===== config.mk =====
export PLATFORM = sky130hd
export DESIGN_NAME = gmd_ctrl
export DESIGN_NICKNAME = d
export VERILOG_FILES = /design/src/design/gmd_pkg.sv /design/src/design/gmd_ctrl.sv
export SDC_FILE = /design/constraint.sdc
export NUM_CORES = 1
export LEC_CHECK = 0
export BUFFER_PORTS_ARGS = -buffer_cell sky130_fd_sc_hd__buf_2
export CORE_AREA = 2 2 39 41
export CTS_BUF_LIST = sky130_fd_sc_hd__clkbuf_8
export CTS_CLUSTER_DIAMETER = 120
export DETAILED_ROUTE_END_ITERATION = 10
export DIE_AREA = 0 0 41 43
export RECOVER_POWER = 50
export SYNTH_ARGS = -nofsm -noshare
export SYNTH_HDL_FRONTEND = slang
export SYNTH_SLANG_ARGS = --single-unit

===== constraint.sdc =====
create_clock -name aclk -period 1.5 [get_ports aclk]
set_input_delay 0.075 -clock aclk [delete_from_list [all_inputs] [get_ports aclk]]
set_output_delay 0.075 -clock aclk [all_outputs]
set_load 0.05 [all_outputs]

===== src/design/gmd_pkg.sv =====
`default_nettype none

package gmd_pkg;

    localparam int GRID_DIM_DEF = 32;
    localparam int SUM_W        = 48;
    localparam int OUT_ADDR_W   = 15;
    localparam int CFG_INDEX_W  = 2;

    localparam logic [2:0]  TYPE_LIMIT = 3'd3;
    localparam logic [31:0] CELLS_PER_LENGTH_RST = 32'd65536;
    localparam logic [31:0] UNIT_SCALE_RST       = 32'd65536;

    localparam logic [CFG_INDEX_W-1:0] REG_CELLS_PER_LENGTH = CFG_INDEX_W'(0);
    localparam logic [CFG_INDEX_W-1:0] REG_UNIT_SCALE       = CFG_INDEX_W'(1);

    typedef enum logic [3:0] {
        ST_CLEAR,
        ST_IDLE,
        ST_MUL_X,
        ST_MUL_Y,
        ST_MUL_Z,
        ST_ADDR,
        ST_READ,
        ST_MUL_LO,
        ST_MUL_HI,
        ST_FINISH
    } state_t;

    typedef enum logic [2:0] {
        MUL_NONE,
        MUL_X,
        MUL_Y,
        MUL_Z,
        MUL_LO,
        MUL_HI
    } mul_op_t;

    typedef struct packed {
        logic    clear_wr;
        logic    load_in;
        mul_op_t mul_op;
        logic    addr_en;
        logic    ram_re;
        logic    finish;
    } cmd_t;

    typedef struct packed {
        logic clear_last;
        logic req_read;
        logic req_in_range;
        logic mode_read;
        logic out_free;
    } stat_t;

endpackage

`default_nettype wire


===== src/design/gmd_ctrl.sv =====
`default_nettype none

module gmd_ctrl (
    input  wire logic          aclk,
    input  wire logic          aresetn,
    input  wire logic          s_valid,
    output logic               s_ready,
    input  wire gmd_pkg::stat_t stat,
    output gmd_pkg::cmd_t      cmd
);

    gmd_pkg::state_t state_reg;
    gmd_pkg::state_t state_next;

    always_ff @(posedge aclk) begin
        if (!aresetn) begin
            state_reg <= gmd_pkg::ST_CLEAR;
        end else begin
            state_reg <= state_next;
        end
    end

    always_comb begin
        state_next = state_reg;
        case (state_reg)
            gmd_pkg::ST_CLEAR: begin
                if (stat.clear_last) begin
                    state_next = gmd_pkg::ST_IDLE;
                end
            end
            gmd_pkg::ST_IDLE: begin
                if (s_valid) begin
                    if (!stat.req_read) begin
                        state_next = gmd_pkg::ST_MUL_X;
                    end else if (stat.req_in_range) begin
                        state_next = gmd_pkg::ST_READ;
                    end else begin
                        state_next = gmd_pkg::ST_FINISH;
                    end
                end
            end
            gmd_pkg::ST_MUL_X:  state_next = gmd_pkg::ST_MUL_Y;
            gmd_pkg::ST_MUL_Y:  state_next = gmd_pkg::ST_MUL_Z;
            gmd_pkg::ST_MUL_Z:  state_next = gmd_pkg::ST_ADDR;
            gmd_pkg::ST_ADDR:   state_next = gmd_pkg::ST_READ;
            gmd_pkg::ST_READ: begin
                state_next = stat.mode_read ? gmd_pkg::ST_MUL_LO : gmd_pkg::ST_FINISH;
            end
            gmd_pkg::ST_MUL_LO: state_next = gmd_pkg::ST_MUL_HI;
            gmd_pkg::ST_MUL_HI: state_next = gmd_pkg::ST_FINISH;
            gmd_pkg::ST_FINISH: begin
                if (stat.out_free) begin
                    state_next = gmd_pkg::ST_IDLE;
                end
            end
            default: state_next = gmd_pkg::ST_CLEAR;
        endcase
    end

    always_comb begin
        cmd     = '0;
        cmd.mul_op = gmd_pkg::MUL_NONE;
        s_ready = 1'b0;
        case (state_reg)
            gmd_pkg::ST_CLEAR:  cmd.clear_wr = 1'b1;
            gmd_pkg::ST_IDLE: begin
                s_ready     = 1'b1;
                cmd.load_in = s_valid;
            end
            gmd_pkg::ST_MUL_X:  cmd.mul_op = gmd_pkg::MUL_X;
            gmd_pkg::ST_MUL_Y:  cmd.mul_op = gmd_pkg::MUL_Y;
            gmd_pkg::ST_MUL_Z:  cmd.mul_op = gmd_pkg::MUL_Z;
            gmd_pkg::ST_ADDR:   cmd.addr_en = 1'b1;
            gmd_pkg::ST_READ:   cmd.ram_re = 1'b1;
            gmd_pkg::ST_MUL_LO: cmd.mul_op = gmd_pkg::MUL_LO;
            gmd_pkg::ST_MUL_HI: cmd.mul_op = gmd_pkg::MUL_HI;
            gmd_pkg::ST_FINISH: cmd.finish = stat.out_free;
            default: ;
        endcase
    end

    // one item in flight: an accepted transfer always closes the input side
    a_one_in_flight: assert property (@(posedge aclk) disable iff (!aresetn)
        (s_valid && s_ready) |=> !s_ready)
        else $error("input taken while an item is in flight");

endmodule

`default_nettype wire


Word level (Yosys, flattened, before mapping)
Cells that the tools add are included.

Output and inout port bits: 9. Logic and storage cells: 29. Input bits: 8. Register bits after elaboration: 4.

Mux-type cells: 14. Reductions and logical operators: 2. Equal/unequal tests: 12.

Operators with widths (number): case mux 4 bit (10 select lines) (1); two-way mux 4 bit (6); == test 4 x 3 -> 1 bit, second input constant (4); case mux 3 bit (5 select lines) (1); == test 4 x 2 -> 1 bit, second input constant (2); == test 4 bit, second input constant (2); two-way mux 1 bit (6); inequality test 2 bit, second input constant (3); == test 4 x 1 -> 1 bit, second input constant (1); zero test 4 bit (1); AND reduction 3 bit (1).

Longest topological paths before layout
Gate-level depths: netlist of run 1.

Depth after elaboration: 4. Mapped depth: 4. Gate-level depth less buffers: 3.

Least setup slack after synthesis of run 1
OpenSTA, ideal clock, no wires.

Path type: register -> register. From: reg state_reg[3]. To: reg state_reg[3]. Stages on the path, launching flop included: 5. Data required time: 1.412 ns. Setup time: 0.088 ns. Arrival: 2.819 ns. Clock period less this slack: 2.908 ns. Buffers on the path: 1. Slack: -1.408 ns. Cells stage by stage: dfxtp_1 -> buf_6 -> nor4b_1 -> a32oi_1 -> a311oi_2.

Longest elaborated chain between the ends: 3. Elaborated cells between the ends (all ways): 15. Those cells by class: eq/ne: 12; mux: 1; reduce/logical: 2.

Ends and longest elaborated chain: start: declaration (RTL line gmd_ctrl.sv:12) `gmd_pkg::state_t state_reg;`; start signal: assignment (RTL line gmd_ctrl.sv:17) `state_reg <= gmd_pkg::ST_CLEAR;`; start signal: assignment (RTL line gmd_ctrl.sv:19) `state_reg <= state_next;`; == test 4 bit (tied with other cells) (RTL line gmd_ctrl.sv:25) `case (state_reg)`; inequality test 2 bit (no source line); AND reduction 3 bit (no source line).

Several ways; a longest one is shown, not always the timed one. A chain may end at the register's enable or synchronous reset.

==> results of run 1 <==
area by class of cell:
class	count	share of cell area, %
Timing Repair Buffer	31	31.3
Clock buffer	3	5.47
Sequential cell	4	11.9
Inverter	6	2.99
Multi-Input combinational cell	39	45.6
Tap cell	16	2.65
metrics by stage:
stage           TNS [ns]  hold WS (ns)
2_1_floorplan     -0.221         0.225
3_3_place_gp    -0.00318         0.374
3_5_place_dp           0         0.378
4_1_cts          -0.0120         0.134
5_1_grt           -0.128         0.153
6_report       -0.000658         0.138
final timing paths:
path / startpoint / endpoint / slack (ns) / depth (start not counted)
hold reg to reg: state_reg[3] / state_reg[1] / 0.61 / 1
setup / recovery: state_reg[2] / cmd[5] / -0.0007 / 4
hold / removal: aresetn / state_reg[0] / 0.14 / 3
setup reg to reg: state_reg[3] / state_reg[2] / 0.04 / 4
synthesized netlist by cell type (2+ instances only):
library cell	instances	area (um2)
and4bb_2	2	25.0
nand2b_1	3	18.8
nor4b_1	2	17.5
inv_1	6	22.5
dfxtp_1	4	80.1
nand2_1	4	15.0
nor2_1	2	7.51
or3_1	2	12.5
nor3b_1	2	15.0
o21ai_0	2	10.0
worst reg2reg max path, stage by stage (launching register included):
cell and delay [ns]:
dfxtp_2 0.32, buf_6 0.13, nand2b_2 0.23, or3_1 0.37, a311oi_1 0.30
layer usage:
| layer | vias up | GRT usage [%] | wire [um] |
|---|---|---|---|
| li1 | 256 | - | - |
| met4 | 0 | 6.00 | 19 |
| met2 | 10 | 25.9 | 693 |
| met3 | 2 | 3.14 | 42 |
| met1 | 257 | 22.2 | 582 |
| met5 | - | 0 | 0 |
cell families after synthesis:
family | after synthesis
AOI/OAI and AO/OA | 11
xor gates and xnor gates | 1
buffers and inverters | 10
DFF | 4
muxes | 2
and+or+nand+nor | 25
where the power goes:
group / switching (mW) / total (mW) / internal [mW]
clock network: 0.0540 / 0.225 / 0.171
registers: 0.0229 / 0.153 / 0.130
logic: 0.317 / 0.547 / 0.229
what timing repair did:
action	4_1_cts	5_1_grt
pin swaps	1	5
gates resized for setup	16	9
buffers inserted	2	3
setup endpoints to repair	5	7
==> qor.txt, run 1 <==
Simple-Gate Fraction of Synth Area = 40.6%
CP max stage delay = 0.43 ns
CTS root buf = clkbuf_8
CP Capture Type = output port
MaxCap Viol Count = 0
Seq/Total Area, Yosys = 19.1%
Tmin final = 1.50 ns
Htree depth = 1
Post-DRT Antenna Nets = 0
Worst hold path type = input pin to flop
Power Total = 924 uW
Vias in the first global route = 466
Worst-path cell chain = or3b_4 > o22a_4 > inv_2 > buf_8
Finished Core Util = 54.5%
Period utilization = 100%
Ys async rst share = 0%
DRC = 0
DRT iter0 DRCs = 15
Initial Util = 30.3%
Placed Area = 609 um2
Largest net degree at the start of global routing = 11
Synth Cell Area = 419 um2
Register area = 90.1 um2
Max IR drop VDD = 0.000449 V
Synth Area in Compound Gates = 21.2%
Routed WL per cell = 13.5 um
Post-route insts no fill = 99
CTS tree = yes
Fill cells = 137
I/O Buffers = 16
Mapped Nets = 61
Adder-Cell Fraction of Synth Area = 0%
Die ar. = 0.00176 mm2
Finish-stage setup viols = 1
CTS Buf Count = 3
Floorplan row count = 14
Post-synth EDFFs = 0
Router iterations before antenna repair = 2
Clk sink count = 4
Io pins = 17
Failing checks = setup timing
CP Launch Type = flop
Vias = 525
GRT overflow = 0
Leak = 0.350 nW
Commonest non-fill, non-tap cells in the layout = buf_4, buf_2, inv_1, buf_6, nand2_1
Die Width = 41 um
Post-synthesis mux area share = 5.07%
WL final = 1.34 mm
Vias per cell = 5.30
Worst-case clock buffer depth = 2
Outcome = finished with violations
Synth Area in XOR/XNOR = 2.09%
Required time worst endpoint = 1.42 ns
Pwr dens = 1220 mW/mm2
Critical Path AT = 1.43 ns
Ys flop type = dfxtp_1
Hold_buf cts = 0
Synthesis warning total = 0
Clk_skew = 0.00409 ns
#FFs+latches synth = 4
FMAX = 666 MHz
Area delta synth->final = 80.0%
Hold Vio Cnt, Final = 0
Skew-Pair Late Insertion Delay = 0.22 ns
Final net count = 93
Rel. slew slack = 73.8%
Worst path bufs/invs = 2
WS Path Type = flop to output port
Avg Cell Area, Syn = 7.91 um2
Slowest-stage cell, CP = or3b_4
Global-route wire length before repair = 2.04 mm
Placeable Area = 0.00138 mm2
Post-DP HPWL = 924 um
Final Wtd Congestion = 0.751
Pre-CTS setup slack = 0.0229 ns
Global Route Usage Sum = 16.8%
Tightest Pin Transition = 0.391 ns
Post-synth cell types = 34
Clk pin slew, worst setup/hold paths = 0.03 ns
Final setup margin = -0.000658 ns
Chip Height = 43 um
Worst Path Max Fanout = 6
Synthesized instance count = 53
Inst Count DP = 91
Crit path max-delay family = simple AND/OR/NAND/NOR gates
Most common cell after layout, fill and taps aside = buf_4
Area occupied by multi-input gates = 344 um2
Max Slew Vio Count = 0
Unrepaired setup endpoints after global routing = yes
# diodes = 0
Max reg flops = 4
Post-route cell area = 754 um2
Initial antenna violation count = 0
Largest family of logic cells by synthesized area = simple AND/OR/NAND/NOR gates
Layout cells sized above 1 = 66.3%
No activity file was read; power rests on OpenSTA's default activity.
==> inputs of run 2 (changes only) <==
- BUFFER_PORTS_ARGS: -buffer_cell sky130_fd_sc_hd__buf_2 -> -buffer_cell sky130_fd_sc_hd__clkbuf_2
- SETUP_SLACK_MARGIN: not set -> 0.05
==> qor.txt, run 2 (same netlist as run 1, synthesis figures left out) <==
Outcome = completed (was finished with violations)
Placeable Area = 0.00138 mm2 (unchanged)
Finish-stage setup viols = 0 (was 1)
GRT overflow = 0 (unchanged)
Clk_skew = 0.00557 ns (was 0.00409 ns)
WL final = 1.40 mm (was 1.34 mm)
Max reg flops = 4 (unchanged)
DRC = 0 (unchanged)
CTS root buf = clkbuf_8 (unchanged)
Required time worst endpoint = 1.42 ns (about the same)
# diodes = 0 (unchanged)
Critical Path End = cmd[4] (was cmd[5])
Final setup margin = 0.0180 ns (was -0.000658 ns)
Inst Count DP = 93 (was 91)
Final net count = 99 (was 93)
Post-route cell area = 871 um2 (was 754 um2)
Tightest Pin Transition = 0.272 ns (was 0.391 ns)
Chip Height = 43 um (unchanged)
Final Wtd Congestion = 0.800 (was 0.751)
Clk sink count = 4 (unchanged)
CTS tree = yes (unchanged)
Leak = 0.391 nW (was 0.350 nW)
Flop2flop setup slack = 0.07 ns (was 0.04 ns)
Largest net degree at the start of global routing = 8 (was 11)
CP Capture Type = output port (unchanged)
Routed WL per cell = 13.3 um (was 13.5 um)
Vias in the first global route = 488 (was 466)
Tmin final = 1.48 ns (was 1.50 ns)
Vias per cell = 5.06 (was 5.30)
CP Launch Type = flop (unchanged)
Htree depth = 1 (unchanged)
Layout cells sized above 1 = 69.7% (was 66.3%)
Rel. slew slack = 81.6% (was 73.8%)
Post-DRT Antenna Nets = 0 (unchanged)
Max Slew Vio Count = 0 (unchanged)
Finished Core Util = 62.9% (was 54.5%)
Period utilization = 98.8% (was 100%)
R2R cell count = 4 (unchanged)
Hold Slack = 0.144 ns (was 0.138 ns)
I/O Buffers = 16 (unchanged)
Worst Path Max Fanout = 5 (was 6)
Clk pin slew, worst setup/hold paths = 0.04 ns (was 0.03 ns)
Io pins = 17 (unchanged)
Hold_buf cts = 0 (unchanged)
Sum Neg Setup Slack = 0 ns (was -0.000658 ns)
CTS Buf Count = 3 (unchanged)
RR Endpoint = state_reg[3] (was state_reg[2])
Post-DP HPWL = 913 um (was 924 um)
Initial antenna violation count = 0 (unchanged)
Global-route wire length before repair = 2.10 mm (was 2.04 mm)
Die ar. = 0.00176 mm2 (unchanged)
Most common cell after layout, fill and taps aside = buf_4 (unchanged)
FMAX = 675 MHz (was 666 MHz)
Vias = 531 (was 525)
Worst hold path type = input pin to flop (unchanged)
Register area = 90.1 um2 (unchanged)
Worst r2r src = state_reg[2] (was state_reg[3])
Initial Util = 30.3% (unchanged)
Placed Area = 633 um2 (was 609 um2)
Critical Path AT = 1.41 ns (was 1.43 ns)
Area occupied by multi-input gates = 360 um2 (was 344 um2)
Area delta synth->final = 108% (was 80.0%)
MaxCap Viol Count = 0 (unchanged)
Pre-CTS setup slack = 0.0179 ns (was 0.0229 ns)
Skew-Pair Late Insertion Delay = 0.22 ns (about the same)
Setup crit start = state_reg[2] (unchanged)
Worst-case clock buffer depth = 2 (unchanged)
Pwr dens = 1220 mW/mm2 (about the same)
Commonest non-fill, non-tap cells in the layout = buf_4, clkbuf_2, nand2_1, inv_1 (was buf_4, buf_2, inv_1, buf_6, nand2_1)
Unrepaired setup endpoints after global routing = yes (unchanged)
Router iterations before antenna repair = 4 (was 2)
Post-route insts no fill = 105 (was 99)
WS Path Type = flop to output port (unchanged)
Max IR drop VDD = 0.000434 V (was 0.000449 V)
Floorplan row count = 14 (unchanged)
Die Width = 41 um (unchanged)
Fill cells = 109 (was 137)
Global Route Usage Sum = 18.1% (was 16.8%)
DRT iter0 DRCs = 7 (was 15)
Hold Vio Cnt, Final = 0 (unchanged)
Power Total = 1.06 mW (was 924 uW)
run 2: cell count changes in the layout (fill, tap and decap cells not counted), sizes merged:
| cell | before | now |
|---|---|---|
| clkbuf | 4 | 15 |
| buf | 30 | 25 |
| clkinvlp | 0 | 1 |
| inv | 6 | 5 |
run 2: worst min-delay path by stage:
stage            start      endpoint  slack, ns  cells past startpoint
2_1_floorplan  aresetn  state_reg[0]       0.22                      2
3_3_place_gp   stat[1]  state_reg[2]       0.35                      3
6_report       stat[1]  state_reg[2]       0.14                      3
5_1_grt        stat[1]  state_reg[2]       0.16                      3
3_5_place_dp   stat[1]  state_reg[2]       0.36                      3
4_1_cts        stat[1]  state_reg[2]       0.12                      3
run 2: report_power, final:
group / leakage, nW / switching (mW) / internal (mW)
Combinational: 0.335 / 0.347 / 0.329
Clock: 0.0216 / 0.0609 / 0.172
Sequential: 0.0350 / 0.0226 / 0.130
run 2: worst max-delay path: stages (launching register included):
cell        delay [ns]
dfxtp_2           0.36
or3b_4            0.38
a21o_4            0.22
clkinvlp_4        0.07
clkbuf_16         0.15
run 2: layout make-up:
class / count / area share [%]
Timing Repair Buffer: 37 / 38.2
Inverter: 6 / 3.02
Sequential cell: 4 / 10.3
Multi-Input combinational cell: 39 / 41.4
Tap cell: 16 / 2.30
Clock buffer: 3 / 4.74
run 2: metal layers:
metal,track usage (%),up-vias,wire (um)
met1,21.1,244,621
li1,-,268,-
met5,0,-,0
met4,10.0,0,25
met3,3.14,4,37
met2,29.4,15,715
run 2: timing repair:
action / CTS / global route
pin swaps: 4 / 5
endpoints found under the setup margin: 10 / 12
gates cloned: 0 / 0
setup buffers: 7 / 2
gates resized for setup: 27 / 11
